===== src/rtl/spnf_pkg.sv =====
// Shared types and constants of the sign partition block.
// Used by the front, back, top level and checker; depends on nothing.
package spnf_pkg;

   localparam int VALUE_W       = 32;
   localparam int SWAP_W        = 7;
   localparam int DEPTH_DEFAULT = 64;
   localparam int QUEUE_DEPTH   = 4;
   localparam int OUT_DEPTH     = 4;

   // One input item
   typedef struct packed {
      logic signed [VALUE_W-1:0] value;
      logic                      is_last;
   } req_type;

   // One result item
   typedef struct packed {
      logic signed [VALUE_W-1:0] value_out;
      logic [SWAP_W-1:0]         swap_total;
      logic                      overflowed;
      logic                      end_of_set;
   } rsp_type;

   // Classified item passed from front to back
   typedef struct packed {
      logic signed [VALUE_W-1:0] value;
      logic                      is_last;
      logic                      keep;        // element fits in the store
      logic                      overflowed;  // set has lost elements so far
   } ent_type;

   // Back-end sequencer
   typedef enum logic [2:0] {
      ST_LOAD,
      ST_PASS_RD,
      ST_PASS_EX,
      ST_PASS_WR,
      ST_EMIT
   } state_type;

endpackage


===== src/rtl/spnf_ram.sv =====
// Generic RAM: one write port and two read ports, read data registered.
// Depends on nothing.
module spnf_ram #(
   parameter int  WIDTH  = 32,
   parameter int  DEPTH  = 64,
   localparam int ADDR_W = $clog2(DEPTH)
) (
   input  logic              clock,
   input  logic              wr_en,
   input  logic [ADDR_W-1:0] wr_addr,
   input  logic [WIDTH-1:0]  wr_data,
   input  logic [ADDR_W-1:0] rd_a_addr,
   output logic [WIDTH-1:0]  rd_a_data,
   input  logic [ADDR_W-1:0] rd_b_addr,
   output logic [WIDTH-1:0]  rd_b_data
);

   logic [WIDTH-1:0] mem_ff [DEPTH];
   logic [WIDTH-1:0] rd_a_ff;
   logic [WIDTH-1:0] rd_b_ff;

   // Write, then register both reads
   always_ff @(posedge clock) begin
      if (wr_en) begin
         mem_ff[wr_addr] <= wr_data;
      end
      rd_a_ff <= mem_ff[rd_a_addr];
      rd_b_ff <= mem_ff[rd_b_addr];
   end

   assign rd_a_data = rd_a_ff;
   assign rd_b_data = rd_b_ff;

endmodule


===== src/rtl/spnf_fifo.sv =====
// Small register queue with occupancy count.
// Depends on nothing; used between front and back and on the result side.
module spnf_fifo #(
   parameter int  WIDTH = 8,
   parameter int  DEPTH = 4,
   localparam int PTR_W = (DEPTH > 1) ? $clog2(DEPTH) : 1,
   localparam int CNT_W = $clog2(DEPTH + 1)
) (
   input  logic             clock,
   input  logic             reset,
   input  logic             push,
   input  logic [WIDTH-1:0] din,
   output logic             full,
   input  logic             pop,
   output logic [WIDTH-1:0] dout,
   output logic             empty,
   output logic [CNT_W-1:0] count
);

   logic [WIDTH-1:0] mem_ff [DEPTH];
   logic [PTR_W-1:0] wr_ptr_ff, wr_ptr_in;
   logic [PTR_W-1:0] rd_ptr_ff, rd_ptr_in;
   logic [CNT_W-1:0] cnt_ff, cnt_in;
   logic             do_push;
   logic             do_pop;

   assign full    = (cnt_ff == CNT_W'(DEPTH));
   assign empty   = (cnt_ff == '0);
   assign count   = cnt_ff;
   assign dout    = mem_ff[rd_ptr_ff];
   assign do_push = push & ~full;
   assign do_pop  = pop & ~empty;

   // Advance pointers with wrap, track occupancy
   always_comb begin
      wr_ptr_in = wr_ptr_ff;
      rd_ptr_in = rd_ptr_ff;
      if (do_push) begin
         wr_ptr_in = (wr_ptr_ff == PTR_W'(DEPTH - 1)) ? '0 : wr_ptr_ff + 1'b1;
      end
      if (do_pop) begin
         rd_ptr_in = (rd_ptr_ff == PTR_W'(DEPTH - 1)) ? '0 : rd_ptr_ff + 1'b1;
      end
      cnt_in = cnt_ff + CNT_W'(do_push) - CNT_W'(do_pop);
   end

   always_ff @(posedge clock) begin
      if (reset) begin
         wr_ptr_ff <= '0;
         rd_ptr_ff <= '0;
         cnt_ff    <= '0;
      end else begin
         wr_ptr_ff <= wr_ptr_in;
         rd_ptr_ff <= rd_ptr_in;
         cnt_ff    <= cnt_in;
      end
   end

   // Store the pushed word
   always_ff @(posedge clock) begin
      if (do_push) begin
         mem_ff[wr_ptr_ff] <= din;
      end
   end

endmodule


===== src/rtl/spnf_front.sv =====
// Front end: accepts input items and classifies them as kept or dropped.
// Depends on spnf_pkg; feeds the front-to-back queue.
module spnf_front #(
   parameter int  DEPTH = spnf_pkg::DEPTH_DEFAULT,
   localparam int CNT_W = $clog2(DEPTH + 1)
) (
   input  logic              clock,
   input  logic              reset,
   input  logic              req_push,
   input  spnf_pkg::req_type req_data,
   output logic              req_full,
   output logic              q_push,
   output spnf_pkg::ent_type q_entry,
   input  logic              q_full
);

   import spnf_pkg::*;

   logic [CNT_W-1:0] cnt_ff, cnt_in;
   logic             ovf_ff, ovf_in;
   logic             accept;
   logic             keep;

   assign req_full = q_full;
   assign accept   = req_push & ~q_full;
   assign keep     = (cnt_ff < CNT_W'(DEPTH));

   // Classify the accepted item
   assign q_push             = accept;
   assign q_entry.value      = req_data.value;
   assign q_entry.is_last    = req_data.is_last;
   assign q_entry.keep       = keep;
   assign q_entry.overflowed = ovf_ff | ~keep;

   // Count stored elements of the current set; drop the count on its last item
   always_comb begin
      cnt_in = cnt_ff;
      ovf_in = ovf_ff;
      if (accept) begin
         if (req_data.is_last) begin
            cnt_in = '0;
            ovf_in = 1'b0;
         end else begin
            cnt_in = cnt_ff + CNT_W'(keep);
            ovf_in = ovf_ff | ~keep;
         end
      end
   end

   always_ff @(posedge clock) begin
      if (reset) begin
         cnt_ff <= '0;
         ovf_ff <= 1'b0;
      end else begin
         cnt_ff <= cnt_in;
         ovf_ff <= ovf_in;
      end
   end

endmodule


===== src/rtl/spnf_back.sv =====
// Back end: stores elements, runs the two-pointer pass and streams results.
// Depends on spnf_pkg and spnf_ram; drains the front queue, fills the result queue.
module spnf_back #(
   parameter int  DEPTH  = spnf_pkg::DEPTH_DEFAULT,
   localparam int ADDR_W = $clog2(DEPTH),
   localparam int CNT_W  = $clog2(DEPTH + 1),
   localparam int OCNT_W = $clog2(spnf_pkg::OUT_DEPTH + 1)
) (
   input  logic              clock,
   input  logic              reset,
   input  logic              q_empty,
   output logic              q_pop,
   input  spnf_pkg::ent_type q_entry,
   output logic              o_push,
   output spnf_pkg::rsp_type o_data,
   input  logic [OCNT_W-1:0] o_count
);

   import spnf_pkg::*;

   state_type           state_ff, state_in;
   logic [CNT_W-1:0]    load_cnt_ff, load_cnt_in;
   logic [CNT_W-1:0]    scan_ff, scan_in;
   logic [CNT_W-1:0]    wr_ff, wr_in;
   logic [CNT_W-1:0]    emit_ff, emit_in;
   logic [SWAP_W-1:0]   swap_ff, swap_in;
   logic                ovf_ff, ovf_in;
   logic [VALUE_W-1:0]  hold_ff, hold_in;
   logic                infl_ff, infl_in;
   logic                infl_last_ff, infl_last_in;

   logic                ram_we;
   logic [ADDR_W-1:0]   ram_waddr;
   logic [VALUE_W-1:0]  ram_wdata;
   logic [ADDR_W-1:0]   rd_a_addr;
   logic [ADDR_W-1:0]   rd_b_addr;
   logic [VALUE_W-1:0]  rd_a_data;
   logic [VALUE_W-1:0]  rd_b_data;

   logic                pop_ok;
   logic                swap;
   logic                scan_done;
   logic                emit_done;
   logic                credit;
   logic                issue;

   spnf_ram #(
      .WIDTH (VALUE_W),
      .DEPTH (DEPTH)
   ) u_store (
      .clock     (clock),
      .wr_en     (ram_we),
      .wr_addr   (ram_waddr),
      .wr_data   (ram_wdata),
      .rd_a_addr (rd_a_addr),
      .rd_a_data (rd_a_data),
      .rd_b_addr (rd_b_addr),
      .rd_b_data (rd_b_data)
   );

   // Port A follows the scan pointer, or the emit index while emitting
   assign rd_a_addr = (state_ff == ST_EMIT) ? emit_ff[ADDR_W-1:0] : scan_ff[ADDR_W-1:0];
   assign rd_b_addr = wr_ff[ADDR_W-1:0];

   assign pop_ok    = (state_ff == ST_LOAD) & ~q_empty;
   assign swap      = rd_a_data[VALUE_W-1] & ~rd_b_data[VALUE_W-1];
   assign scan_done = (CNT_W'(scan_ff + 1'b1) == load_cnt_ff);
   assign emit_done = (CNT_W'(emit_ff + 1'b1) == load_cnt_ff);

   // Issue a read only while the result queue has room for it and the one in flight
   assign credit = (({1'b0, o_count} + (OCNT_W + 1)'(infl_ff)) < (OCNT_W + 1)'(OUT_DEPTH));
   assign issue  = (state_ff == ST_EMIT) & credit;

   // Next state
   always_comb begin
      state_in = state_ff;
      unique case (state_ff)
         ST_LOAD: begin
            if (pop_ok && q_entry.is_last) begin
               state_in = ST_PASS_RD;
            end
         end
         ST_PASS_RD: begin
            state_in = ST_PASS_EX;
         end
         ST_PASS_EX: begin
            if (swap) begin
               state_in = ST_PASS_WR;
            end else if (scan_done) begin
               state_in = ST_EMIT;
            end else begin
               state_in = ST_PASS_RD;
            end
         end
         ST_PASS_WR: begin
            state_in = scan_done ? ST_EMIT : ST_PASS_RD;
         end
         ST_EMIT: begin
            if (issue && emit_done) begin
               state_in = ST_LOAD;
            end
         end
         default: begin
            state_in = ST_LOAD;
         end
      endcase
   end

   // Datapath control per state
   always_comb begin
      load_cnt_in  = load_cnt_ff;
      scan_in      = scan_ff;
      wr_in        = wr_ff;
      emit_in      = emit_ff;
      swap_in      = swap_ff;
      ovf_in       = ovf_ff;
      hold_in      = hold_ff;
      infl_in      = issue;
      infl_last_in = emit_done;
      q_pop        = 1'b0;
      ram_we       = 1'b0;
      ram_waddr    = wr_ff[ADDR_W-1:0];
      ram_wdata    = rd_a_data;
      unique case (state_ff)
         ST_LOAD: begin
            q_pop = ~q_empty;
            if (pop_ok) begin
               // store a kept element at the fill position
               if (q_entry.keep) begin
                  ram_we      = 1'b1;
                  ram_waddr   = load_cnt_ff[ADDR_W-1:0];
                  ram_wdata   = q_entry.value;
                  load_cnt_in = load_cnt_ff + 1'b1;
               end
               // last item: arm the pass
               if (q_entry.is_last) begin
                  ovf_in  = q_entry.overflowed;
                  swap_in = '0;
                  scan_in = '0;
                  wr_in   = '0;
                  emit_in = '0;
               end
            end
         end
         ST_PASS_RD: begin
         end
         ST_PASS_EX: begin
            if (swap) begin
               // move the negative down, keep the displaced one for the next cycle
               ram_we    = 1'b1;
               ram_waddr = wr_ff[ADDR_W-1:0];
               ram_wdata = rd_a_data;
               hold_in   = rd_b_data;
               wr_in     = wr_ff + 1'b1;
               swap_in   = swap_ff + 1'b1;
            end else begin
               if (rd_b_data[VALUE_W-1]) begin
                  wr_in = wr_ff + 1'b1;
               end
               scan_in = scan_ff + 1'b1;
            end
         end
         ST_PASS_WR: begin
            ram_we    = 1'b1;
            ram_waddr = scan_ff[ADDR_W-1:0];
            ram_wdata = hold_ff;
            scan_in   = scan_ff + 1'b1;
         end
         ST_EMIT: begin
            if (issue) begin
               emit_in = emit_ff + 1'b1;
               if (emit_done) begin
                  load_cnt_in = '0;
               end
            end
         end
         default: begin
         end
      endcase
   end

   // Result leaves in the cycle after its read
   assign o_push            = infl_ff;
   assign o_data.value_out  = rd_a_data;
   assign o_data.swap_total = swap_ff;
   assign o_data.overflowed = ovf_ff;
   assign o_data.end_of_set = infl_last_ff;

   always_ff @(posedge clock) begin
      if (reset) begin
         state_ff    <= ST_LOAD;
         load_cnt_ff <= '0;
         scan_ff     <= '0;
         wr_ff       <= '0;
         emit_ff     <= '0;
         infl_ff     <= 1'b0;
      end else begin
         state_ff    <= state_in;
         load_cnt_ff <= load_cnt_in;
         scan_ff     <= scan_in;
         wr_ff       <= wr_in;
         emit_ff     <= emit_in;
         infl_ff     <= infl_in;
      end
   end

   always_ff @(posedge clock) begin
      swap_ff      <= swap_in;
      ovf_ff       <= ovf_in;
      hold_ff      <= hold_in;
      infl_last_ff <= infl_last_in;
   end

endmodule


===== src/rtl/sign_partition_negatives_first.sv =====
// Sign partition, negatives first. Elements arrive one per transfer and are
// stored in order until the transfer marked last; up to DEPTH elements are kept,
// further ones are dropped and the set is flagged as overflowed. The stored set
// is then reordered in place by a two-pointer pass that moves negative elements
// ahead of non-negative ones, and each element is returned in its new order with
// the swap count, the overflow flag and an end-of-set mark on the final one.
// Loading stores each kept element as it is popped from the front queue. Each
// step of the pass reads the scan and write positions of the element RAM, and a
// swap needs a second write state on the single write port of that RAM. The
// results stream out at one per cycle while the result queue has room. While a
// set is being reordered or emitted, up to QUEUE_DEPTH further input transfers
// are taken into the front queue. Reset needs no clearing of the element RAM.
module sign_partition_negatives_first #(
   parameter int DEPTH = spnf_pkg::DEPTH_DEFAULT
) (
   input  logic              clock,
   input  logic              reset,
   input  logic              req_push,
   input  spnf_pkg::req_type req_data,
   output logic              req_full,
   input  logic              rsp_pop,
   output spnf_pkg::rsp_type rsp_data,
   output logic              rsp_empty
);

   import spnf_pkg::*;

   localparam int ENT_W  = $bits(ent_type);
   localparam int RSP_W  = $bits(rsp_type);
   localparam int OCNT_W = $clog2(OUT_DEPTH + 1);

   logic              q_push;
   ent_type           q_entry;
   logic              q_full;
   logic              q_empty;
   logic              q_pop;
   logic [ENT_W-1:0]  q_head_bits;
   ent_type           q_head;
   logic              o_push;
   rsp_type           o_data;
   logic [OCNT_W-1:0] o_count;
   logic [RSP_W-1:0]  rsp_bits;

   // Accept and classify
   spnf_front #(
      .DEPTH (DEPTH)
   ) u_front (
      .clock    (clock),
      .reset    (reset),
      .req_push (req_push),
      .req_data (req_data),
      .req_full (req_full),
      .q_push   (q_push),
      .q_entry  (q_entry),
      .q_full   (q_full)
   );

   // Decouple front and back
   spnf_fifo #(
      .WIDTH (ENT_W),
      .DEPTH (QUEUE_DEPTH)
   ) u_queue (
      .clock (clock),
      .reset (reset),
      .push  (q_push),
      .din   (q_entry),
      .full  (q_full),
      .pop   (q_pop),
      .dout  (q_head_bits),
      .empty (q_empty),
      .count ()
   );

   assign q_head = ent_type'(q_head_bits);

   // Store, partition and emit
   spnf_back #(
      .DEPTH (DEPTH)
   ) u_back (
      .clock   (clock),
      .reset   (reset),
      .q_empty (q_empty),
      .q_pop   (q_pop),
      .q_entry (q_head),
      .o_push  (o_push),
      .o_data  (o_data),
      .o_count (o_count)
   );

   // Hold results until the consumer takes them
   spnf_fifo #(
      .WIDTH (RSP_W),
      .DEPTH (OUT_DEPTH)
   ) u_results (
      .clock (clock),
      .reset (reset),
      .push  (o_push),
      .din   (o_data),
      .full  (),
      .pop   (rsp_pop),
      .dout  (rsp_bits),
      .empty (rsp_empty),
      .count (o_count)
   );

   assign rsp_data = rsp_type'(rsp_bits);

endmodule


===== config.mk =====
export PLATFORM = sky130hd
export DESIGN_NAME = sign_partition_negatives_first
export DESIGN_NICKNAME = d
export VERILOG_FILES = /design/src/rtl/spnf_pkg.sv /design/src/rtl/spnf_ram.sv /design/src/rtl/spnf_fifo.sv /design/src/rtl/spnf_front.sv /design/src/rtl/spnf_back.sv /design/src/rtl/sign_partition_negatives_first.sv
export SDC_FILE = /design/constraint.sdc
export NUM_CORES = 2
export LEC_CHECK = 0
export BUFFER_PORTS_ARGS = -buffer_cell sky130_fd_sc_hd__buf_2
export CAP_MARGIN = 10
export CORE_UTILIZATION = 50
export DETAILED_ROUTE_END_ITERATION = 16
export HOLD_SLACK_MARGIN = 0.1
export PLACE_DENSITY_LB_ADDON = 0.1
export SYNTH_ARGS = -nofsm -noshare
export SYNTH_HDL_FRONTEND = slang
export SYNTH_SLANG_ARGS = --single-unit

===== constraint.sdc =====
create_clock -name clock -period 5.15 [get_ports clock]
set_input_delay 0.2575 -clock clock [delete_from_list [all_inputs] [get_ports clock]]
set_output_delay 0.2575 -clock clock [all_outputs]
set_load 0.005 [all_outputs]

After elaboration in Yosys (flattened, before gate mapping)
Memories as Yosys holds them, arrays and structs flattened. A register that Yosys moved wholly into a read port is not among the register bits.
Cells that the tools add are included.
- bits in registers: 95
- RAM bits: 2352
- input bits: 37
- output and inout bits: 43
- logic and storage cells: 140
- memories: 3
- add/subtract/negate cells: 15
- magnitude comparators: 2
- equal/unequal tests: 22
- mux-type cells: 49
- bitwise operators: 15
- reductions and logical operators: 16
- memories (name ; depth ; bits a word ; rd ports ; clocked after Yosys merged registers in ; write ports ; line ; text):
    u_back.u_store.mem_ff ; 64 ; 32 ; 2 ; 2 ; 1 ; spnf_ram.sv:18 ; logic [WIDTH-1:0] mem_ff [DEPTH];
    u_results.mem_ff ; 4 ; 41 ; 1 ; 1 ; 1 ; spnf_fifo.sv:20 ; logic [WIDTH-1:0] mem_ff [DEPTH];
    u_queue.mem_ff ; 4 ; 35 ; 1 ; 1 ; 1 ; spnf_fifo.sv:20 ;
- operators by type and width (kind ; number):
    $mux W7 ; 12
    $mux W32 ; 2
    $pmux W32 S2 ; 1
    $pmux W7 S2 ; 4
    $add A7 B1 Y7 const B ; 5
    $pmux W7 S3 ; 1
    $mux W6 ; 3
    $mux W2 ; 8
    $reduce_and A4 Y1 ; 4
    $pmux W3 S5 ; 1
    $eq A7 B7 Y1 ; 2
    $mux W3 ; 4
    $pmux W6 S2 ; 1
    $mux W1 ; 11
    $ne A2 B1 Y1 const B ; 5
    $eq A3 B3 Y1 const B ; 3
    $logic_not A3 Y1 ; 3
    $add A2 B1 Y2 const B ; 4
    $and A1 B1 Y1 ; 8
    $eq A2 B2 Y1 const B ; 4
    $ne A2 B2 Y1 const B ; 4
    $add A7 B1 Y7 ; 1
    $lt A7 B7 Y1 const B ; 1
    $add A3 B1 Y3 ; 2
    other kinds (15) ; 25

Logic depth before layout (Yosys ltp)
- depth in word-level cells: 7
- gate-level depth with buffers: 14
- mapped depth without buffers: 11

By module
Synthesis repeated with hierarchy kept, for this count alone.
- cells, all modules: 5407
- area total of the unflattened synthesis: 112233.9 µm²
- by module, submodules not included (module ; times used ; cells each ; area each (µm²) ; seq. area each (µm²)):
    spnf_ram ; 1 ; 4412 ; 95660.5 ; 62780.2
    spnf_fifo (u_results) ; 1 ; 265 ; 6391.1 ; 5104.9
    spnf_fifo (u_queue) ; 1 ; 233 ; 5526.6 ; 4384.2
    spnf_back ; 1 ; 421 ; 4013.8 ; 1841.8
    spnf_front ; 1 ; 76 ; 641.9 ; 160.2

Worst setup path before layout
Ideal clock, no wire load.
- kind: reg2reg
- start: register with a tool-made name
- end: memory u_back.u_store.mem_ff[0][0], data pin
- library setup time: 0.702 ns
- data arrival time: 4.239 ns
- required time: 4.448 ns
- slack: 0.209 ns
- stages on the path, launching flop included: 8
- buffers on the path: 3
- clock period less this slack: 4.941 ns
- cells stage by stage: dfxtp_1 > buf_2 > mux4_2 > and3_1 > clkbuf_1 > clkbuf_1 > mux2i_1 > o21ai_0
- RTL lines (element ; line):
    end, declared ; spnf_ram.sv:18

Worst setup path after layout
- start: register u_back.state_ff[1]
- end: register u_back.u_store.rd_a_ff[2], in the netlist u_back.u_store.rd_a_data[2] (read register of u_back.u_store.mem_ff)
- cells in the longest elaborated chain, start to end: 2
- RTL lines (element ; line ; text):
    start, declared ; spnf_back.sv:21 ; state_type state_ff, state_in;
    start signal, assigned ; spnf_back.sv:198 ; state_ff <= state_in;
    $eq A3 B3 Y1 ; spnf_back.sv:62 ; assign rd_a_addr = (state_ff == ST_EMIT) ? emit_ff[ADDR_W-1:0] : scan_ff[ADDR_W-1:0];
    $mux W6 ; spnf_back.sv:62 ;
    end, declared ; spnf_ram.sv:19 ; logic [WIDTH-1:0] rd_a_ff;
No other way between the ends.
A chain may end at the register's enable or synchronous reset.

==> results.json <==
{
  "num_vias": 77200,
  "core-area_um2": 226000,
  "async_flop_share": 0,
  "gp_congestion": 0.946,
  "crit_top_cell": "buf_12",
  "top_usage_layer": "met2",
  "grt_pass1_wl_mm": 591,
  "drt_iter0_drc": 13300,
  "setup_viol": 0,
  "yosys_register_bits": 2514,
  "synth_commonest_cells": "edfxtp_1 (2,392), nand2_1 (1,442), mux4_2 (775), nand3_1 (649), mux2i_1 (383)",
  "ff_latch_area_um2": 74300,
  "path_cells": "or3b_4 > buf_4 > a21oi_4 > buf_12 > buf_12 > buf_12 > nor2_1 > nand3_1 > nand4_1 > o21ai_0 > or4_1",
  "antenna_left": 0,
  "root_buffer": "clkbuf_16",
  "leakage_nw": 42.9,
  "grt_pass1_vias": 73400,
  "post_cts_resized": 0,
  "dieHeight_um": 479,
  "antenna_found_initial": 33,
  "path_buf_inv": 4,
  "crit_slowest_cell": "nor2_1",
  "slowest_delay_ps": 850,
  "cts_inserted_buffers": 288,
  "grt_max_degree": 98,
  "tightest_slew_ps": 1450,
  "skew_ps": 44.9,
  "post-synth-top-count-cell": "edfxtp_1",
  "grt_usage": 0.373,
  "synth.largest_area_cell": "edfxtp_1",
  "clk_pin_slew_ps": 60,
  "period_needed_ps": 4540,
  "numClockSinks": 2514,
  "die_area_um2": 230000,
  "worstSkewPairLatency_ps": 940,
  "setup_tns_ps": 0,
  "yosysWarnings": 0,
  "arrival_ps": 5330,
  "rsz0062_at_grt": "no",
  "ys_types": 75,
  "cp_max_fo": 35,
  "max-clock-path-buffers": 4,
  "p_int_mw": 44.6,
  "htreeDepth": 5,
  "crit_path_start_kind": "flop",
  "synth_top_area_share": 0.630,
  "fillCellCount": 17400,
  "ys_top_cells_by_area": "edfxtp_1 (63%), mux4_2 (15%), nand2_1 (4.8%)",
  "grtUsageMet1": 0.498,
  "grt-ovfl-total": 0,
  "synth_area_um2": 114000,
  "hp-class": "in2reg",
  "syn-num-nets": 7504,
  "status": "complete, no violations",
  "comb_power_share": 0.214,
  "cp_top_family": "simple AND/OR/NAND/NOR gates",
  "synth_edf_count": 2392,
  "swShare": 0.308,
  "cts_tree": "done",
  "area_delta_synth_final_pct": 14.2,
  "synth_ff_type": "edfxtp_1",
  "hold-worst-slack_ps": 138,
  "place_hpwl_mm": 264,
  "drc": 0,
  "seq_area_frac_synth": 0.652,
  "drt_wl_total_mm": 431,
  "pwr-share-seq": 0.473,
  "multi_input_area_um2": 37900,
  "fp.dieW_um": 479,
  "maxCapViolCount": 0,
  "initial_core_util": 0.505,
  "slew_violations": 0,
  "final_hold_viol_count": 0,
  "p_clk_frac": 0.313,
  "vias_per_cell": 7.07,
  "setup_ws_ps": 615,
  "synthCells": 7443,
  "post-route-period-util": 0.881,
  "criticalPathCategory": "reg2reg",
  "pre_cts_ws_ps": 759,
  "required_ps": 5950,
  "post_drt_wl_per_cell_um": 39.5,
  "syn_area_per_cell_um2": 15.3,
  "fin_nets": 7762,
  "pin_count": 80,
  "layout-drive-gt1-share": 0.223,
  "rows": 174,
  "finalNonFillerCells": 10900,
  "met3_usage": 0.116,
  "endpoint_kind": "flop",
  "dr.pass1.iters": 8,
  "place_inst": 10300,
  "max_freq_mhz": 220,
  "portBuffers": 79,
  "use_met2": 0.544,
  "slew_headroom": 0.0335,
  "switching_power_mw": 19.8,
  "vdd_ir_drop_max_uv": 569,
  "powerDensity_nw_per_um2": 495
}
[per-layer routing]
layer | vias up | routed length, um
met3 | 1275 | 61600
met4 | 16 | 28100
met5 | - | 102
met1 | 39600 | 153000
li1 | 30000 | -
met2 | 6306 | 188000
[worst paths after layout]
| check | from | endpoint | slack, ps | cells past startpoint |
|---|---|---|---|---|
| min reg2reg | u_back.u_store.rd_b_data[14] | u_back.hold_ff[14] | 400 | 0 |
| max reg2reg | u_back.state_ff[1] | u_back.u_store.rd_a_data[2] | 610 | 11 |
| max | u_back.state_ff[1] | u_back.u_store.rd_a_data[2] | 610 | 11 |
| min | req_data[14] | u_queue.mem_ff[2][16] | 140 | 2 |
[metrics by stage]
| stage | total power [mW] | utilization | cell area, um^2 |
|---|---|---|---|
| after floorplan | 37.5 | - | 114000 |
| after global placement | 43.8 | 0.533 | 120000 |
| after detailed placement | 44.1 | 0.533 | 120000 |
| after CTS | 64.0 | 0.576 | 130000 |
| after global routing | 65.9 | 0.576 | 130000 |
| final | 64.4 | 0.577 | 130000 |
[layout make-up]
class / count / area share
Tap cell: 2992 / 0.0288
Sequential cell: 2514 / 0.571
Timing Repair Buffer: 513 / 0.0373
Clock inverter: 126 / 0.0101
Clock buffer: 369 / 0.0596
Antenna cell: 23 / 0.000443
Multi-Input combinational cell: 4333 / 0.291
Inverter: 51 / 0.00147
[sequential cells by signal, indices dropped and copies added (netlist names), 2 cells and up, named ones only]
signal	count
u_back.u_store.mem_ff	2048
u_results.mem_ff	164
u_queue.mem_ff	140
u_back.hold_ff	32
u_back.u_store.rd_a_data	32
u_back.u_store.rd_b_data	32
u_back.emit_ff	7
u_back.load_cnt_ff	7
u_back.scan_ff	7
u_back.swap_ff	7
u_front.cnt_ff	7
u_back.wr_ff	6
u_back.state_ff	3
u_queue.count	3
u_results.count	3
u_queue.rd_ptr_ff	2
u_queue.wr_ptr_ff	2
u_results.rd_ptr_ff	2
u_results.wr_ptr_ff	2
[kinds of logic (layout without fill, tap and decap cells)]
family                     after synthesis  after routing  synth area share
AOI/OAI and AO/OA                      585            585            0.0363
xor gates and xnor gates                30             30           0.00231
adders and majority gates               24             24           0.00277
buffers and inverters                  596           1059            0.0226
DFF                                   2514           2514             0.652
muxes                                 1165           1165             0.188
other                                    0             23                 0
and+or+nand+nor                       2529           2529            0.0967
[timing repair]
action                                 in CTS  in global routing
setup buffers                               0                  0
endpoints found under the hold margin     181                  0
hold buffers                               70                  0
[power by group through the flow]
stage | registers (mW) | clock network [mW] | logic (mW)
floorplan | 30.2 | 0 | 7.36
global placement | 30.8 | 0 | 13.0
detailed placement | 30.8 | 0 | 13.3
CTS | 30.4 | 20.3 | 13.3
global route | 30.5 | 21.0 | 14.4
finish | 30.5 | 20.2 | 13.8
[worst reg2reg max path, cell delays in order (launching register included)]
cell	delay, ps
dfxtp_1	710
or3b_4	630
buf_4	400
a21oi_4	180
buf_12	280
buf_12	210
buf_12	190
nor2_1	860
nand3_1	190
nand4_1	160
o21ai_0	90
or4_1	510
[placed cells by master (no fill, tap or decap), types with 14 or more instances in the layout]
cell	netlist	final
buf_12	0	82
a2111oi_0	22	22
a221oi_1	24	24
buf_2	183	79
nor2_1	181	105
clkinv_2	0	45
a22oi_1	59	59
dlygate4sd3_1	0	70
a311oi_1	30	30
xnor2_1	14	14
nand2_1	1442	1419
a32oi_1	53	53
or4_1	24	24
nand2_2	0	23
clkinv_1	0	41
nor3_1	21	19
inv_1	51	50
ha_1	22	22
o2111ai_1	32	32
a31oi_1	65	64
or3_1	24	24
nand4_1	93	93
clkbuf_1	228	63
xor2_1	16	16
dfxtp_1	122	111
o21ai_0	42	41
edfxtp_1	2392	2392
mux4_2	775	775
buf_4	20	282
a211oi_1	61	61
diode_2	0	23
a21oi_1	131	131
bufinv_16	0	28
mux2i_1	383	380
nand3_1	649	649
nor2_4	0	72
and3_1	17	16
clkbuf_16	0	293
No activity file was read; power rests on OpenSTA's default activity.
